[src/rtl/fan_tach_pulse_generator_unit_defines.svh]
// Assertion macros shared by the fan tach pulse generator RTL.
// No dependencies; the checks drop out when SYNTHESIS is defined.
`ifndef FAN_TACH_PULSE_GENERATOR_UNIT_DEFINES_SVH
`define FAN_TACH_PULSE_GENERATOR_UNIT_DEFINES_SVH

`ifndef SYNTHESIS
`define FTPG_ASSERT_IMPLIES(label, clk, rst, cond, prop) \
   label: assert property (@(posedge clk) disable iff (rst) (cond) |-> (prop)) \
      else $error("ftpg assertion failed");
`define FTPG_ASSERT_NEXT(label, clk, rst, cond, prop) \
   label: assert property (@(posedge clk) disable iff (rst) (cond) |=> (prop)) \
      else $error("ftpg assertion failed");
`else
`define FTPG_ASSERT_IMPLIES(label, clk, rst, cond, prop)
`define FTPG_ASSERT_NEXT(label, clk, rst, cond, prop)
`endif

`endif

[src/rtl/ftpg_pkg.sv]
// Shared types and constants of the fan tach pulse generator.
// Used by the interfaces, the divider and the top level.
package ftpg_pkg;

   localparam int RPM_W      = 16;
   localparam int DUTY_W     = 8;
   localparam int PERIOD_W   = 24;
   localparam int CSR_IDX_W  = 2;
   localparam int CSR_DATA_W = 16;

   localparam int DIV_STEPS   = PERIOD_W;
   localparam int DIV_CNT_W   = $clog2(DIV_STEPS + 1);

   // Four tach edges per revolution: 60 s * 1e6 us / 4.
   localparam logic [PERIOD_W-1:0] US_PER_HALF_PERIOD_RPM = PERIOD_W'(15000000);

   // Division of the duty product by 255 as a reciprocal multiplication.
   // 255 * 16843010 = 2^32 + 254, so the product shifted down 32 bits is
   // floor(prod / 255) for every prod below 2^32 / 254, which covers 65535 * 255.
   localparam int RECIP_W     = 25;
   localparam int RECIP_SHIFT = 32;
   localparam int SCALE_W     = PERIOD_W + RECIP_W;
   localparam logic [RECIP_W-1:0] PWM_SCALE_RECIP = RECIP_W'(16843010);

   localparam logic [CSR_IDX_W-1:0] CSR_MAX_RPM    = 2'd0;
   localparam logic [CSR_IDX_W-1:0] CSR_AUTO_MODE  = 2'd1;
   localparam logic [CSR_IDX_W-1:0] CSR_MANUAL_RPM = 2'd2;

   localparam logic MODE_TICK = 1'b0;
   localparam logic MODE_PWM  = 1'b1;

   typedef struct packed {
      logic                start;
      logic [PERIOD_W-1:0] dividend;
      logic [RPM_W-1:0]    divisor;
   } ftpg_div_req_type;

   typedef struct packed {
      logic                busy;
      logic                done;
      logic [PERIOD_W-1:0] quotient;
   } ftpg_div_rsp_type;

endpackage

[src/rtl/ftpg_if.sv]
// Valid/ready channel interfaces for input items and result items.
// Depends on ftpg_pkg for the field widths.
interface ftpg_req_if import ftpg_pkg::*; ();
   logic              valid;
   logic              ready;
   logic              mode;
   logic [DUTY_W-1:0] pwm_duty;

   modport source (output valid, output mode, output pwm_duty, input ready);
   modport sink (input valid, input mode, input pwm_duty, output ready);
endinterface

interface ftpg_rsp_if import ftpg_pkg::*; ();
   logic             valid;
   logic             ready;
   logic             tach_level;
   logic [RPM_W-1:0] speed_rpm;

   modport source (output valid, output tach_level, output speed_rpm, input ready);
   modport sink (input valid, input tach_level, input speed_rpm, output ready);
endinterface

[src/rtl/ftpg_div.sv]
// Restoring divider, one quotient bit per cycle, for the half-period division.
// Depends on ftpg_pkg for widths and the request/status structs.
module ftpg_div import ftpg_pkg::*; (
   input  logic             clock,
   input  logic             reset,
   input  ftpg_div_req_type div_req,
   output ftpg_div_rsp_type div_rsp
);

   logic                 busy_ff, busy_in;
   logic                 done_ff, done_in;
   logic [DIV_CNT_W-1:0] cnt_ff, cnt_in;
   logic [RPM_W-1:0]     rem_ff, rem_in;
   logic [PERIOD_W-1:0]  quo_ff, quo_in;
   logic [RPM_W-1:0]     dsr_ff, dsr_in;

   logic [RPM_W:0] trial;
   logic [RPM_W:0] diff;
   logic           fits;

   // The dividend shifts out of the top of quo_ff while quotient bits enter below.
   assign trial = {rem_ff, quo_ff[PERIOD_W-1]};
   assign diff  = trial - {1'b0, dsr_ff};
   assign fits  = trial >= {1'b0, dsr_ff};

   always_comb begin
      busy_in = busy_ff;
      done_in = 1'b0;
      cnt_in  = cnt_ff;
      rem_in  = rem_ff;
      quo_in  = quo_ff;
      dsr_in  = dsr_ff;
      if (busy_ff) begin
         rem_in = fits ? diff[RPM_W-1:0] : trial[RPM_W-1:0];
         quo_in = {quo_ff[PERIOD_W-2:0], fits};
         cnt_in = cnt_ff - DIV_CNT_W'(1);
         if (cnt_ff == DIV_CNT_W'(1)) begin
            busy_in = 1'b0;
            done_in = 1'b1;
         end
      end else if (div_req.start) begin
         busy_in = 1'b1;
         cnt_in  = DIV_CNT_W'(DIV_STEPS);
         rem_in  = '0;
         quo_in  = div_req.dividend;
         dsr_in  = div_req.divisor;
      end
   end

   always_ff @(posedge clock) begin
      if (reset) begin
         busy_ff <= 1'b0;
         done_ff <= 1'b0;
         cnt_ff  <= '0;
      end else begin
         busy_ff <= busy_in;
         done_ff <= done_in;
         cnt_ff  <= cnt_in;
      end
      rem_ff <= rem_in;
      quo_ff <= quo_in;
      dsr_ff <= dsr_in;
   end

   assign div_rsp.busy     = busy_ff;
   assign div_rsp.done     = done_ff;
   assign div_rsp.quotient = quo_ff;

endmodule

[src/rtl/fan_tach_pulse_generator_unit.sv]
// Fan tach pulse generator: a tick item gives its result in the cycle after acceptance.
// A PWM item with nonzero speed goes in auto mode through reciprocal scaling,
// then a 24-step pass of the bit-serial divider; manual mode skips the scaling,
// and a zero speed skips the divider in either mode.
// One item at a time; the next is accepted in the cycle the result is taken.
// Synchronous active-high reset clears the control, speed, period and CSR state and sets auto mode.
`include "fan_tach_pulse_generator_unit_defines.svh"

module fan_tach_pulse_generator_unit import ftpg_pkg::*; (
   input  logic                  clock,
   input  logic                  reset,
   ftpg_req_if.sink              req_if,
   ftpg_rsp_if.source            rsp_if,
   input  logic                  csr_we,
   input  logic [CSR_IDX_W-1:0]  csr_index,
   input  logic [CSR_DATA_W-1:0] csr_wdata
);

   typedef enum logic [1:0] {
      S_IDLE,
      S_SCALE,
      S_PERIOD,
      S_PERIOD_WAIT
   } state_type;

   state_type state_ff, state_in;

   logic [RPM_W-1:0]    max_rpm_ff;
   logic                auto_mode_ff;
   logic [RPM_W-1:0]    manual_rpm_ff;

   logic [RPM_W-1:0]    speed_ff, speed_in;
   logic [PERIOD_W-1:0] half_period_ff, half_period_in;
   logic [PERIOD_W-1:0] countdown_ff, countdown_in;
   logic                running_ff, running_in;
   logic                tach_ff, tach_in;
   logic [PERIOD_W-1:0] prod_ff, prod_in;
   logic                rsp_valid_ff, rsp_valid_in;

   logic                req_accept;
   logic                respond;
   logic [PERIOD_W-1:0] cd_dec;
   logic [SCALE_W-1:0]  scaled;

   ftpg_div_req_type div_req;
   ftpg_div_rsp_type div_rsp;

   ftpg_div u_div (
      .clock   (clock),
      .reset   (reset),
      .div_req (div_req),
      .div_rsp (div_rsp)
   );

   assign req_if.ready = (state_ff == S_IDLE) && (!rsp_valid_ff || rsp_if.ready);
   assign req_accept   = req_if.valid && req_if.ready;

   assign cd_dec = (countdown_ff != '0) ? countdown_ff - PERIOD_W'(1) : '0;

   assign scaled = SCALE_W'(prod_ff) * SCALE_W'(PWM_SCALE_RECIP);

   // The divider turns the speed into a half-period.
   always_comb begin
      div_req.start    = (state_ff == S_PERIOD) && (speed_ff != '0);
      div_req.dividend = US_PER_HALF_PERIOD_RPM;
      div_req.divisor  = speed_ff;
   end

   always_comb begin
      state_in       = state_ff;
      speed_in       = speed_ff;
      half_period_in = half_period_ff;
      countdown_in   = countdown_ff;
      running_in     = running_ff;
      tach_in        = tach_ff;
      prod_in        = prod_ff;
      respond        = 1'b0;
      case (state_ff)
         S_IDLE: begin
            if (req_accept) begin
               if (req_if.mode == MODE_PWM) begin
                  if (auto_mode_ff) begin
                     prod_in  = PERIOD_W'(max_rpm_ff) * PERIOD_W'(req_if.pwm_duty);
                     state_in = S_SCALE;
                  end else begin
                     speed_in = manual_rpm_ff;
                     state_in = S_PERIOD;
                  end
               end else begin
                  respond = 1'b1;
                  if (running_ff) begin
                     countdown_in = cd_dec;
                     if (cd_dec == '0) begin
                        tach_in      = ~tach_ff;
                        countdown_in = half_period_ff;
                     end
                  end
               end
            end
         end
         S_SCALE: begin
            speed_in = scaled[RECIP_SHIFT +: RPM_W];
            state_in = S_PERIOD;
         end
         S_PERIOD: begin
            if (speed_ff == '0) begin
               half_period_in = '0;
               countdown_in   = '0;
               running_in     = 1'b0;
               respond        = 1'b1;
               state_in       = S_IDLE;
            end else begin
               state_in = S_PERIOD_WAIT;
            end
         end
         S_PERIOD_WAIT: begin
            if (div_rsp.done) begin
               half_period_in = div_rsp.quotient;
               countdown_in   = div_rsp.quotient;
               running_in     = 1'b1;
               respond        = 1'b1;
               state_in       = S_IDLE;
            end
         end
         default: begin
            state_in = S_IDLE;
         end
      endcase
   end

   always_comb begin
      rsp_valid_in = rsp_valid_ff;
      if (respond) begin
         rsp_valid_in = 1'b1;
      end else if (rsp_if.ready) begin
         rsp_valid_in = 1'b0;
      end
   end

   always_ff @(posedge clock) begin
      if (reset) begin
         state_ff       <= S_IDLE;
         speed_ff       <= '0;
         half_period_ff <= '0;
         countdown_ff   <= '0;
         running_ff     <= 1'b0;
         tach_ff        <= 1'b0;
         rsp_valid_ff   <= 1'b0;
      end else begin
         state_ff       <= state_in;
         speed_ff       <= speed_in;
         half_period_ff <= half_period_in;
         countdown_ff   <= countdown_in;
         running_ff     <= running_in;
         tach_ff        <= tach_in;
         rsp_valid_ff   <= rsp_valid_in;
      end
      prod_ff <= prod_in;
   end

   always_ff @(posedge clock) begin
      if (reset) begin
         max_rpm_ff    <= '0;
         auto_mode_ff  <= 1'b1;
         manual_rpm_ff <= '0;
      end else if (csr_we) begin
         case (csr_index)
            CSR_MAX_RPM:    max_rpm_ff    <= csr_wdata[RPM_W-1:0];
            CSR_AUTO_MODE:  auto_mode_ff  <= csr_wdata[0];
            CSR_MANUAL_RPM: manual_rpm_ff <= csr_wdata[RPM_W-1:0];
            default: begin
            end
         endcase
      end
   end

   // Result fields come straight from the state, which holds until the
   // next item is accepted.
   assign rsp_if.valid      = rsp_valid_ff;
   assign rsp_if.tach_level = tach_ff;
   assign rsp_if.speed_rpm  = speed_ff;

   `FTPG_ASSERT_IMPLIES(a_running_count, clock, reset, running_ff,
      (countdown_ff != '0) && (countdown_ff <= half_period_ff))
   `FTPG_ASSERT_IMPLIES(a_stopped_clear, clock, reset, !running_ff,
      (countdown_ff == '0) && (half_period_ff == '0))
   `FTPG_ASSERT_NEXT(a_pwm_busy, clock, reset, req_accept && (req_if.mode == MODE_PWM),
      !req_if.ready && !rsp_valid_ff)
   `FTPG_ASSERT_IMPLIES(a_div_idle, clock, reset, state_ff == S_IDLE, !div_rsp.busy)

endmodule
[src/flat_wrapper.sv]
// flat-port wrapper written by rule: the top's interface ports become plain ports
module fan_tach_pulse_generator_unit_flat import ftpg_pkg::*;
  (clock, reset, csr_we, csr_index, csr_wdata, req_if_valid, req_if_mode, req_if_pwm_duty, req_if_ready, rsp_if_valid, rsp_if_tach_level, rsp_if_speed_rpm, rsp_if_ready);
  ftpg_req_if req_if_i ();
  ftpg_rsp_if rsp_if_i ();
  input  logic clock;
  input  logic reset;
  input  logic csr_we;
  input  logic [CSR_IDX_W-1:0] csr_index;
  input  logic [CSR_DATA_W-1:0] csr_wdata;
  input wire logic [$bits(req_if_i.valid)-1:0] req_if_valid;
  input wire logic [$bits(req_if_i.mode)-1:0] req_if_mode;
  input wire logic [$bits(req_if_i.pwm_duty)-1:0] req_if_pwm_duty;
  output wire logic [$bits(req_if_i.ready)-1:0] req_if_ready;
  output wire logic [$bits(rsp_if_i.valid)-1:0] rsp_if_valid;
  output wire logic [$bits(rsp_if_i.tach_level)-1:0] rsp_if_tach_level;
  output wire logic [$bits(rsp_if_i.speed_rpm)-1:0] rsp_if_speed_rpm;
  input wire logic [$bits(rsp_if_i.ready)-1:0] rsp_if_ready;
  assign req_if_i.valid = req_if_valid;
  assign req_if_i.mode = req_if_mode;
  assign req_if_i.pwm_duty = req_if_pwm_duty;
  assign req_if_ready = req_if_i.ready;
  assign rsp_if_valid = rsp_if_i.valid;
  assign rsp_if_tach_level = rsp_if_i.tach_level;
  assign rsp_if_speed_rpm = rsp_if_i.speed_rpm;
  assign rsp_if_i.ready = rsp_if_ready;
  fan_tach_pulse_generator_unit u_core (.clock(clock), .reset(reset), .req_if(req_if_i), .rsp_if(rsp_if_i), .csr_we(csr_we), .csr_index(csr_index), .csr_wdata(csr_wdata));
endmodule
[config.mk]
export PLATFORM = sky130hd
export DESIGN_NAME = fan_tach_pulse_generator_unit_flat
export DESIGN_NICKNAME = d
export VERILOG_FILES = /design/src/rtl/ftpg_pkg.sv /design/src/rtl/ftpg_if.sv /design/src/rtl/ftpg_div.sv /design/src/rtl/fan_tach_pulse_generator_unit.sv /design/src/flat_wrapper.sv
export VERILOG_INCLUDE_DIRS = /design/src /design/src/rtl
export SDC_FILE = /design/constraint.sdc
export NUM_CORES = 1
export LEC_CHECK = 0
export ABC_AREA = 0
export BUFFER_PORTS_ARGS = -buffer_cell sky130_fd_sc_hd__buf_2
export CAP_MARGIN = 20
export CORE_UTILIZATION = 50
export CTS_BUF_LIST = sky130_fd_sc_hd__clkbuf_16
export CTS_CLUSTER_DIAMETER = 200
export CTS_CLUSTER_SIZE = 20
export DETAILED_ROUTE_END_ITERATION = 7
export PLACE_DENSITY = 0.66
export SYNTH_ARGS = -nofsm -noshare
export SYNTH_HDL_FRONTEND = slang
export SYNTH_SLANG_ARGS = --single-unit
export TNS_END_PERCENT = 1
[constraint.sdc]
create_clock -name clock -period 8.5 [get_ports clock]
set_input_delay 2.125 -clock clock [delete_from_list [all_inputs] [get_ports clock]]
set_output_delay 2.125 -clock clock [all_outputs]
set_load 0.005 [all_outputs]
==> results.md, run 1 <==
- Result of the run: completed
- Die Span Y: 181 microns
- Depth of the worst hold-timing path: 2
- Number of enable-type register cells in the synthesized netlist: 80
- Count of buffers from port buffering: 50
- Worst Path Arrival: roughly 7.0 ns
- Number of maximum-capacitance violations: 0
- Final WL: 38400 microns
- VDD IR-drop max: 0.205 mV
- Filler cell count: between 2000 and 3000
- Post-synthesis sequential area ratio: 28.7%
- Resized cells post-CTS: 0
- Minimum period implied by the final worst setup slack: 6.81 ns
- Residual overflow from global routing: 0
- Number of routed nets with antenna violations: 0
- Root buf cell: clkbuf_16
- Number of nets in the finished design: 2121
- Cells after synthesis: 1742
- Wire length of the first global-routing pass: around 63000 microns
- I/O Pins: 51
- Slew Viols, Final: 0
- Via count of the first global-routing pass: 12300
- Via count: between 10000 and 15000
- Post-Syn Area per Cell: 9.18 sq um
- GR Util All Layers: ~24%
- Placed wire-length estimate: around 30000 microns
- Initial DRC Count: 809
- Final Hold Vio Count: 0
- RSZ-0062 raised after global routing: no
- Summed instance area of the synthesized netlist: 16000 sq um
- Max clock buf depth: 2
- Via density per instance: 5.73
- Number of antenna violations at the first check in global routing: 1
- Final-report setup violation count: 0
- Sort of element at the end of the critical path: flip-flop
- Setup slack, reg-to-reg: 2.97 ns
- Starting density of the core: between 50% and 60%
- Layout-stage area growth over the synthesis result: 7.43%
- # DRC: 0
- Number of placement rows: between 60 and 70
- Quantity of hold-fixing buffers added after cts: 0
- Maximum number of pins on one net before global-route repair: 72
- Number of cells traversed by the worst register-to-register path: 15
- Die footprint: 32700 sq um
- Seq cells post-synth: between 150 and 200
- Count of TritonRoute iterations in the first routing pass: 5
- Clock buffer count from CTS: 17
- Horizontal extent of the die: 181 microns
- TritonCTS Sinks: 189
- Clock tree from TritonCTS: done
- Max Clock Freq: 0.147 GHz
- Instance area at placement: 16600 sq um
- Critical path class: in -> reg
- Placer Congestion: 0.900
- Net count after synthesis: 2108
- Share of flip-flops with an asynchronous set or reset after synthesis: 0%
- Pleak: 7.86 nW
- Critical path origin: req_if_pwm_duty[6]
- Clk Latency, worst-skew pair: 0.45 ns
- Final-layout setup total negative slack: 0 ns
- Antenna diodes: 0
- Standard cell core area: approximately 31000 sq um
- Top flip-flop cell by instance count after synthesis: dfxtp_1
- Data required, critical path: a little under 9 ns
- Slew @ Worst Pin: 1.09 ns
- Cell area after layout: 17200 sq um
- Number of warnings issued by yosys: 0
- Largest fanout of any net on the critical path: 16
- Number of H-tree levels: 4
- Final clock period utilization by the worst path: 80.2%
- Hold WC Path Type: reg -> reg
- Type of element launching the critical path: primary input
- Unique masters post-synth: 70
- Worst slew margin relative to its limit: between 20% and 30%
- Critical hold path startpoint: u_core.half_period_ff[18]
- Share of cells above drive strength 1: 6.05%
- CTS clk-pin slew, worst paths: about 0.070 ns
- Origin of the critical flop-to-flop path: u_core.max_rpm_ff[5]
- Power density over cell area: 257 nW/um^2
- Clock tree skew after final layout: roughly 0.014 ns
- Post-CTS setup repair buffer count: 0
- Mean routed wirelength per cell: 17.7 microns
power breakdown:
group          switching [mW]  internal, mW
registers               0.161          1.15
clock network           0.406         0.392
logic                    1.44         0.856
total                    2.01          2.40
cells in the final DEF, fill, tap and decap left out, types with 25 or more instances in the layout:
cell      Yosys  layout
xnor2_1      30      30
nand2_1     172     172
inv_1       189     190
buf_2         1      49
dfxtp_1     109     109
o21ai_0      45      45
nand4_1      32      32
nor2_1       73      73
ha_1        233     233
a21oi_1     145     145
o211ai_1     25      25
edfxtp_1     80      80
nand3_1      33      33
nor3_1       53      53
fa_1        101     101
and2_1      128     128
area by class of cell:
cell class                 instances  area (sq um)  share of cell area [%]
tap                              402           503                    2.93
clock buffer                      17           425                    2.48
inverter                         189           709                    4.13
sequential                       189          4580                    26.7
multi-input combinational       1296         10400                    60.8
clock inverter                    15           154                   0.896
timing repair buffer              62           363                    2.11
per-stage QoR:
stage | hold slack (ns) | setup WS (ns) | utilization [%] | std cells | total power, mW
final | 0.460 | 1.69 | 54.6 | 2170 | 4.41
after global routing | 0.473 | 1.50 | 54.6 | 2170 | 4.80
after CTS | 0.460 | 1.72 | 54.5 | 2169 | 4.43
after detailed placement | 0.450 | 1.29 | 52.7 | 2137 | 3.61
after global placement | 0.443 | 1.39 | 52.7 | 2137 | 3.58
after floorplan | 0.432 | 1.75 | - | 1742 | 3.04
critical path: stages:
cell and delay, ns:
buf_2 0.26, and2_1 0.20, fa_1 0.46, fa_1 0.52
fa_1 0.56, inv_1 0.06, fa_1 0.53, inv_1 0.04
ha_1 0.36, a21oi_1 0.27, o21ai_0 0.18, a2111o_1 0.45
a211oi_1 0.29, o21bai_1 0.14, a2111oi_0 0.43, nor3_1 0.09
synth_stat cells, drive strengths merged (3+ instances only):
library cell / instances / area (sq um)
and3: 8 / 50.1
a22oi: 4 / 30.0
and2: 129 / 807
nor3: 53 / 265
edfxtp: 80 / 2400
xor2: 19 / 166
nand3b: 5 / 37.5
xnor2: 30 / 263
a21oi: 145 / 726
clkbuf: 59 / 221
nand2b: 19 / 119
or2: 5 / 31.3
a221oi: 11 / 96.3
o21a: 9 / 67.6
nand2: 172 / 646
inv: 189 / 709
ha: 233 / 2920
and4: 6 / 52.6
a31oi: 7 / 43.8
a311oi: 3 / 32.5
o31ai: 7 / 52.6
a21o: 14 / 105
or4: 7 / 52.6
fa: 101 / 2020
nor4: 11 / 68.8
nor3b: 5 / 37.5
o211ai: 25 / 188
o21ai: 46 / 234
nor2b: 11 / 68.8
o21bai: 3 / 22.5
mux2i: 7 / 70.1
nor4b: 5 / 43.8
a211oi: 16 / 120
nand3: 33 / 165
nor2: 74 / 285
o22ai: 5 / 31.3
or3: 8 / 50.1
nand4: 32 / 200
buf: 9 / 53.8
o41ai: 3 / 26.3
dfxtp: 109 / 2180
cells by family after synthesis:
group | Yosys count | share of synthesized area [%]
simple gates | 588 | 18.9
fa+ha+maj | 334 | 30.9
compound gates | 318 | 12.3
buf+inv | 257 | 6.16
flops | 189 | 28.7
xor+xnor | 49 | 2.68
mux | 7 | 0.438
worst paths after layout:
kind	to
min	u_core.half_period_ff[18]
min reg2reg	u_core.half_period_ff[18]
max	u_core.prod_ff[23]
max reg2reg	u_core.prod_ff[23]
flip-flops by register name, summed over array words and instances, names as in the netlist, 16 cells and up:
name	flops
u_core.countdown_ff	24
u_core.half_period_ff	24
u_core.prod_ff	24
u_core.u_div.quo_ff	24
u_core.manual_rpm_ff	16
u_core.max_rpm_ff	16
u_core.rsp_if.speed_rpm	16
u_core.u_div.dsr_ff	16
u_core.u_div.rem_ff	16
per-layer routing:
| metal | vias up | GRT usage (%) | routed length, microns |
|---|---|---|---|
| li1 | 6065 | - | - |
| met1 | 6010 | 30.9 | 16900 |
| met3 | 64 | 3.37 | 1630 |
| met5 | - | 0 | 0 |
| met2 | 295 | 41.8 | 18800 |
| met4 | 0 | 8.31 | 1080 |
Power figures use the tool's default switching activity.
==> inputs of run 2 (changes only) <==
- PLACE_DENSITY: 0.66 -> 0.69
- clock period: 8.5 -> 6.2 ns (I/O delays scaled with it)
==> results.md, run 2 (same netlist as run 1, synthesis figures left out) <==
- Clk Latency, worst-skew pair: 0.44 ns (was 0.45 ns)
- Count of TritonRoute iterations in the first routing pass: 5 (unchanged)
- Number of cells traversed by the worst register-to-register path: 17 (was 15)
- Via density per instance: 5.71 (was 5.73)
- Number of H-tree levels: 4 (unchanged)
- Number of nets in the finished design: 2150 (was 2121)
- Type of element launching the critical path: primary input (unchanged)
- CTS clk-pin slew, worst paths: 0.07 ns (about the same)
- Data required, critical path: 6.37 ns (was 8.68 ns)
- Root buf cell: clkbuf_16 (unchanged)
- # placed instances: 2166 (was 2137)
- Layer with the highest usage: met2 (unchanged)
- Placed wire-length estimate: 29100 microns (was 29500 microns)
- Wire length of the first global-routing pass: 62500 microns (was 63100 microns)
- Horizontal extent of the die: 181 microns (unchanged)
- Worst setup timing slack at the placement stage: -0.187 ns (was 1.29 ns)
- Count of buffers from port buffering: 50 (unchanged)
- Placer Congestion: 0.848 (was 0.900)
- Final Hold Vio Count: 0 (unchanged)
- Clock buffer count from CTS: 17 (unchanged)
- Largest fanout of any net on the critical path: 11 (was 16)
- Via count: 12600 (was 12400)
- Tot Pwr: 6.00 mW (was 4.41 mW)
- Utilization of the core after routing: 55.2% (was 54.6%)
- Max Clock Freq: around 0.17 GHz
- Cell area after layout: 17400 sq um (was 17200 sq um)
- Hold WC Path Type: reg -> reg (unchanged)
- M1 GR Usage: 30.0% (was 30.9%)
- Worst Path Arrival: 6.09 ns (was 6.99 ns)
- Starting density of the core: 50.8% (unchanged)
- Minimum period implied by the final worst setup slack: 5.92 ns
- Sort of element at the end of the critical path: flip-flop (unchanged)
- Depth of the worst hold-timing path: 2 (unchanged)
- Die footprint: 32700 sq um (unchanged)
- Residual overflow from global routing: 0 (unchanged)
- # DRC: 0 (unchanged)
- Most common cell after layout, fill and taps aside: ha_1 (unchanged)
- Top library cells by usage in the layout, fill and taps aside: ha_1, inv_1, nand2_1 (unchanged)
- Clock tree from TritonCTS: done (unchanged)
- Final WL: 37900 microns (was 38400 microns)
- Final worst setup slack: 0.285 ns (was 1.69 ns)
- RSZ-0062 raised after global routing: no (unchanged)
- Standard cell core area: 31500 sq um (unchanged)
- Share of cells above drive strength 1: 7.62% (was 6.05%)
- Number of routed nets with antenna violations: 0 (unchanged)
- Die Span Y: 181 microns (unchanged)
- TritonCTS Sinks: 189 (unchanged)
- Met2 track utilization from global routing: 42.3% (was 41.8%)
- Mean routed wirelength per cell: 17.2 microns (was 17.7 microns)
- Number of maximum-capacitance violations: 0 (unchanged)
- Post-Route Hold Slack: 0.457 ns (was 0.460 ns)
- Pleak: 8.00 nW (was 7.86 nW)
- VDD IR-drop max: 0.270 mV (was 0.205 mV)
- Layout-stage area growth over the synthesis result: 8.58% (was 7.43%)
- Final-report setup violation count: 0 (unchanged)
- Power density over cell area: 345 nW/um^2 (was 257 nW/um^2)
- Final-layout setup total negative slack: 0 ns (unchanged)
- Max clock buf depth: 2 (unchanged)
- Clock tree skew after final layout: 0.0122 ns (was 0.0140 ns)
- Met3 Resource Use GR: 2.34% (was 3.37%)
- Maximum number of pins on one net before global-route repair: 52 (was 72)
- Antenna diodes: 0 (unchanged)
- Filler cell count: 2850 (was 2869)
- Final Non-Filler Cells: 2199 (was 2170)
- Result of the run: completed (unchanged)
- GR Util All Layers: 23.8% (was 24.2%)
- Slew @ Worst Pin: 1.08 ns (was 1.09 ns)
- Instance area at placement: 16800 sq um (was 16600 sq um)
- Number of antenna violations at the first check in global routing: 1 (unchanged)
- Number of placement rows: 65 (unchanged)
- Initial DRC Count: 816 (was 809)
- Slew Viols, Final: 0 (unchanged)
- Critical path class: in -> reg (unchanged)
- Via count of the first global-routing pass: 12400 (was 12300)
- I/O Pins: 51 (unchanged)
- Worst slew margin relative to its limit: 28.1% (was 27.4%)
- Area of the multi-input gates: 10400 sq um (about the same)
- Register cell area after layout: 4580 sq um (unchanged)
- Final clock period utilization by the worst path: 95.4%
[run 2: cell types whose count changed in the layout (fill, tap and decap cells not counted)]
cell        previous run  this run
o41ai_2                1         2
inv_8                  4         3
buf_16                 1         0
clkinvlp_4             0         2
buf_4                 12        42
inv_6                  2         3
o41ai_1                2         1
clkinv_8               3         1
[run 2: final cells by class]
class,count,area share (%)
inverters,189,4.09
clock inverters,15,0.771
clock buffers,17,2.45
well taps,402,2.90
flip-flops and latches,189,26.4
repair buffers,91,3.23
multi-input cells,1296,60.2
[run 2: final timing paths]
check | start | end | slack (ns)
setup / recovery | req_if_pwm_duty[4] | u_core.prod_ff[23] | 0.28
hold reg to reg | u_core.half_period_ff[19] | u_core.half_period_ff[19] | 0.46
hold / removal | u_core.half_period_ff[19] | u_core.half_period_ff[19] | 0.46
setup reg to reg | u_core.prod_ff[2] | u_core.rsp_if.speed_rpm[13] | 0.93
[run 2: worst max-delay path: stages]
cell,delay [ns]
buf_2,0.16
and2_1,0.19
fa_1,0.45
fa_1,0.54
inv_1,0.05
fa_1,0.48
fa_1,0.56
inv_1,0.04
ha_1,0.30
o21a_1,0.12
o21ai_0,0.21
a21oi_1,0.14
a2111o_1,0.40
a211oi_1,0.27
o21bai_1,0.13
a2111oi_0,0.41
nor3_1,0.09
[run 2: layer usage]
layer	vias up	part of all wire [%]
li1	6114	-
met1	6118	44
met2	266	50
met3	67	3.4
met4	0	2.7
met5	-	0
[run 2: power breakdown]
group,total (mW),switching (mW),internal [mW]
Sequential,1.80,0.224,1.58
Combinational,3.15,1.96,1.18
Clock,1.05,0.518,0.528
Total,6.00,2.71,3.29
[run 2: what timing repair did]
action	4_1_cts	5_1_grt
buffers inserted	0	0
resized for setup	0	1
hold buffers	0	0
endpoints found under the setup margin	0	1
==> inputs of run 3 (changes only) <==
- PLACE_DENSITY: 0.69 -> 0.66
- clock period: 6.2 -> 6.05 ns (I/O delays scaled with it)
==> results.md, run 3 (same netlist as run 1, synthesis figures left out) <==
- Standard cell core area: 31500 sq um (unchanged)
- Number of routed nets with antenna violations: 0 (unchanged)
- Antenna diodes: 0 (unchanged)
- Via count of the first global-routing pass: 12600 (was 12400)
- Post-CTS setup repair buffer count: 0 (unchanged)
- Slew @ Worst Pin: 1.06 ns (was 1.08 ns)
- Final Hold Vio Count: 0 (unchanged)
- Met3 Resource Use GR: 2.52% (was 2.34%)
- Most common cell after layout, fill and taps aside: ha_1 (unchanged)
- Data required, critical path: 6.23 ns (was 6.37 ns)
- Met2 track utilization from global routing: 42.4% (was 42.3%)
- Wire length of the first global-routing pass: 63300 microns (was 62500 microns)
- Minimum period implied by the final worst setup slack: approximately 6 ns
- # DRC: 0 (unchanged)
- Number of maximum-capacitance violations: 0 (unchanged)
- Die footprint: 32700 sq um (unchanged)
- Die Span Y: 181 microns (unchanged)
- Clock buffer count from CTS: 17 (unchanged)
- I/O Pins: 51 (unchanged)
- Share of cells above drive strength 1: 8.05% (was 7.62%)
- Final WL: 38600 microns (was 37900 microns)
- Residual overflow from global routing: 0 (unchanged)
- Max clock buf depth: 2 (unchanged)
- Worst Path Arrival: 6.04 ns (was 6.09 ns)
- M1 GR Usage: 30.8% (was 30.0%)
- Number of placement rows: 65 (unchanged)
- Power density over cell area: 357 nW/um^2 (was 345 nW/um^2)
- Max Clock Freq: 0.171 GHz
- Resized cells post-CTS: 0 (unchanged)
- Layout-stage area growth over the synthesis result: 9.26% (was 8.58%)
- # placed instances: 2170 (was 2166)
- Number of nets in the finished design: 2154 (was 2150)
- Quantity of hold-fixing buffers added after cts: 0 (unchanged)
- Post-Route Hold Slack: 0.457 ns (about the same)
- Final Non-Filler Cells: 2203 (was 2199)
- Maximum number of pins on one net before global-route repair: 68 (was 52)
- GR Util All Layers: 24.2% (was 23.8%)
- Starting density of the core: 50.8% (unchanged)
- Final clock period utilization by the worst path: slightly below 100%
- Largest fanout of any net on the critical path: 8 (was 11)
- Placer Congestion: 0.880 (was 0.848)
- Number of antenna violations at the first check in global routing: 0 (was 1)
- Mean routed wirelength per cell: 17.5 microns (was 17.2 microns)
- Critical path class: in -> reg (unchanged)
- Clock tree skew after final layout: 0.0153 ns (was 0.0122 ns)
- TritonCTS Sinks: 189 (unchanged)
- Root buf cell: clkbuf_16 (unchanged)
- Clk Latency, worst-skew pair: 0.44 ns (about the same)
- Via density per instance: 5.73 (was 5.71)
- Worst slew margin relative to its limit: 29.0% (was 28.1%)
- Type of element launching the critical path: primary input (unchanged)
- Pleak: 8.04 nW (was 8.00 nW)
- Sort of element at the end of the critical path: flip-flop (unchanged)
- Slew Viols, Final: 0 (unchanged)
- VDD IR-drop max: 0.403 mV (was 0.270 mV)
- Placed wire-length estimate: 29900 microns (was 29100 microns)
- Final-report setup violation count: 0 (unchanged)
- Hold WC Path Type: reg -> reg (unchanged)
- Top library cells by usage in the layout, fill and taps aside: ha_1, inv_1, nand2_1 (unchanged)
- Count of TritonRoute iterations in the first routing pass: 5 (unchanged)
- Result of the run: completed (unchanged)
- Via count: 12600 (about the same)
- Horizontal extent of the die: 181 microns (unchanged)
- Number of H-tree levels: 4 (unchanged)
- Layer with the highest usage: met2 (unchanged)
- CTS clk-pin slew, worst paths: 0.07 ns (about the same)
- Count of buffers from port buffering: 50 (unchanged)
- Clock tree from TritonCTS: done (unchanged)
- Initial DRC Count: 733 (was 816)
run 3: area by class of cell:
type,count,area (sq um)
tap,402,503
clock buffer,17,425
inverter,189,709
fill,2879,14000
timing repair buffer,95,611
multi-input combinational,1296,10500
clock inverter,15,185
sequential,189,4580
run 3: worst max-delay path: stages:
cell and delay [ns]:
buf_2 0.15, and2_1 0.19, fa_1 0.45, fa_1 0.54
inv_1 0.05, fa_1 0.47, fa_1 0.54, inv_1 0.04
ha_1 0.30, o21a_1 0.12, o21ai_0 0.25, a21oi_1 0.14
a2111o_1 0.44, a211oi_2 0.27, o21bai_1 0.16, a2111oi_2 0.34
nor3_1 0.08
run 3: path summary, 6_finish.rpt:
check	from	to	slack, ns	cells past startpoint
worst min register to register	u_core.half_period_ff[17]	u_core.half_period_ff[17]	0.46	2
worst max register to register	u_core.prod_ff[10]	u_core.rsp_if.speed_rpm[13]	0.85	17
worst max-delay path	req_if_pwm_duty[4]	u_core.prod_ff[23]	0.19	17
worst min-delay path	u_core.half_period_ff[17]	u_core.half_period_ff[17]	0.46	2
run 3: report_power, final:
| part | total [mW] | switching [mW] | internal [mW] |
|---|---|---|---|
| Clock | 1.15 | 0.583 | 0.564 |
| Combinational | 3.25 | 2.03 | 1.22 |
| Sequential | 1.84 | 0.222 | 1.62 |
run 3: layer usage:
layer  part of all wire, %  vias to the layer above
met2                    50                      263
met3                   3.3                       61
met1                    44                     6140
met5                     0                        -
li1                      -                     6153
met4                   3.0                        0
run 3: through the flow:
| stage | util (%) | setup TNS (ns) | power [mW] | cell area (sq um) | worst slack [ns] |
|---|---|---|---|---|---|
| final | 55.5 | 0 | 6.24 | 17500 | 0.192 |
| after global routing | 55.5 | -0.0341 | 6.76 | 17500 | -0.0341 |
| after CTS | 55.4 | 0 | 6.26 | 17400 | 0.161 |
| after detailed placement | 53.5 | -0.491 | 5.08 | 16800 | -0.243 |
| after global placement | 53.5 | -0.234 | 5.05 | 16800 | -0.145 |
| after floorplan | - | 0 | 4.27 | 16000 | 0.0399 |
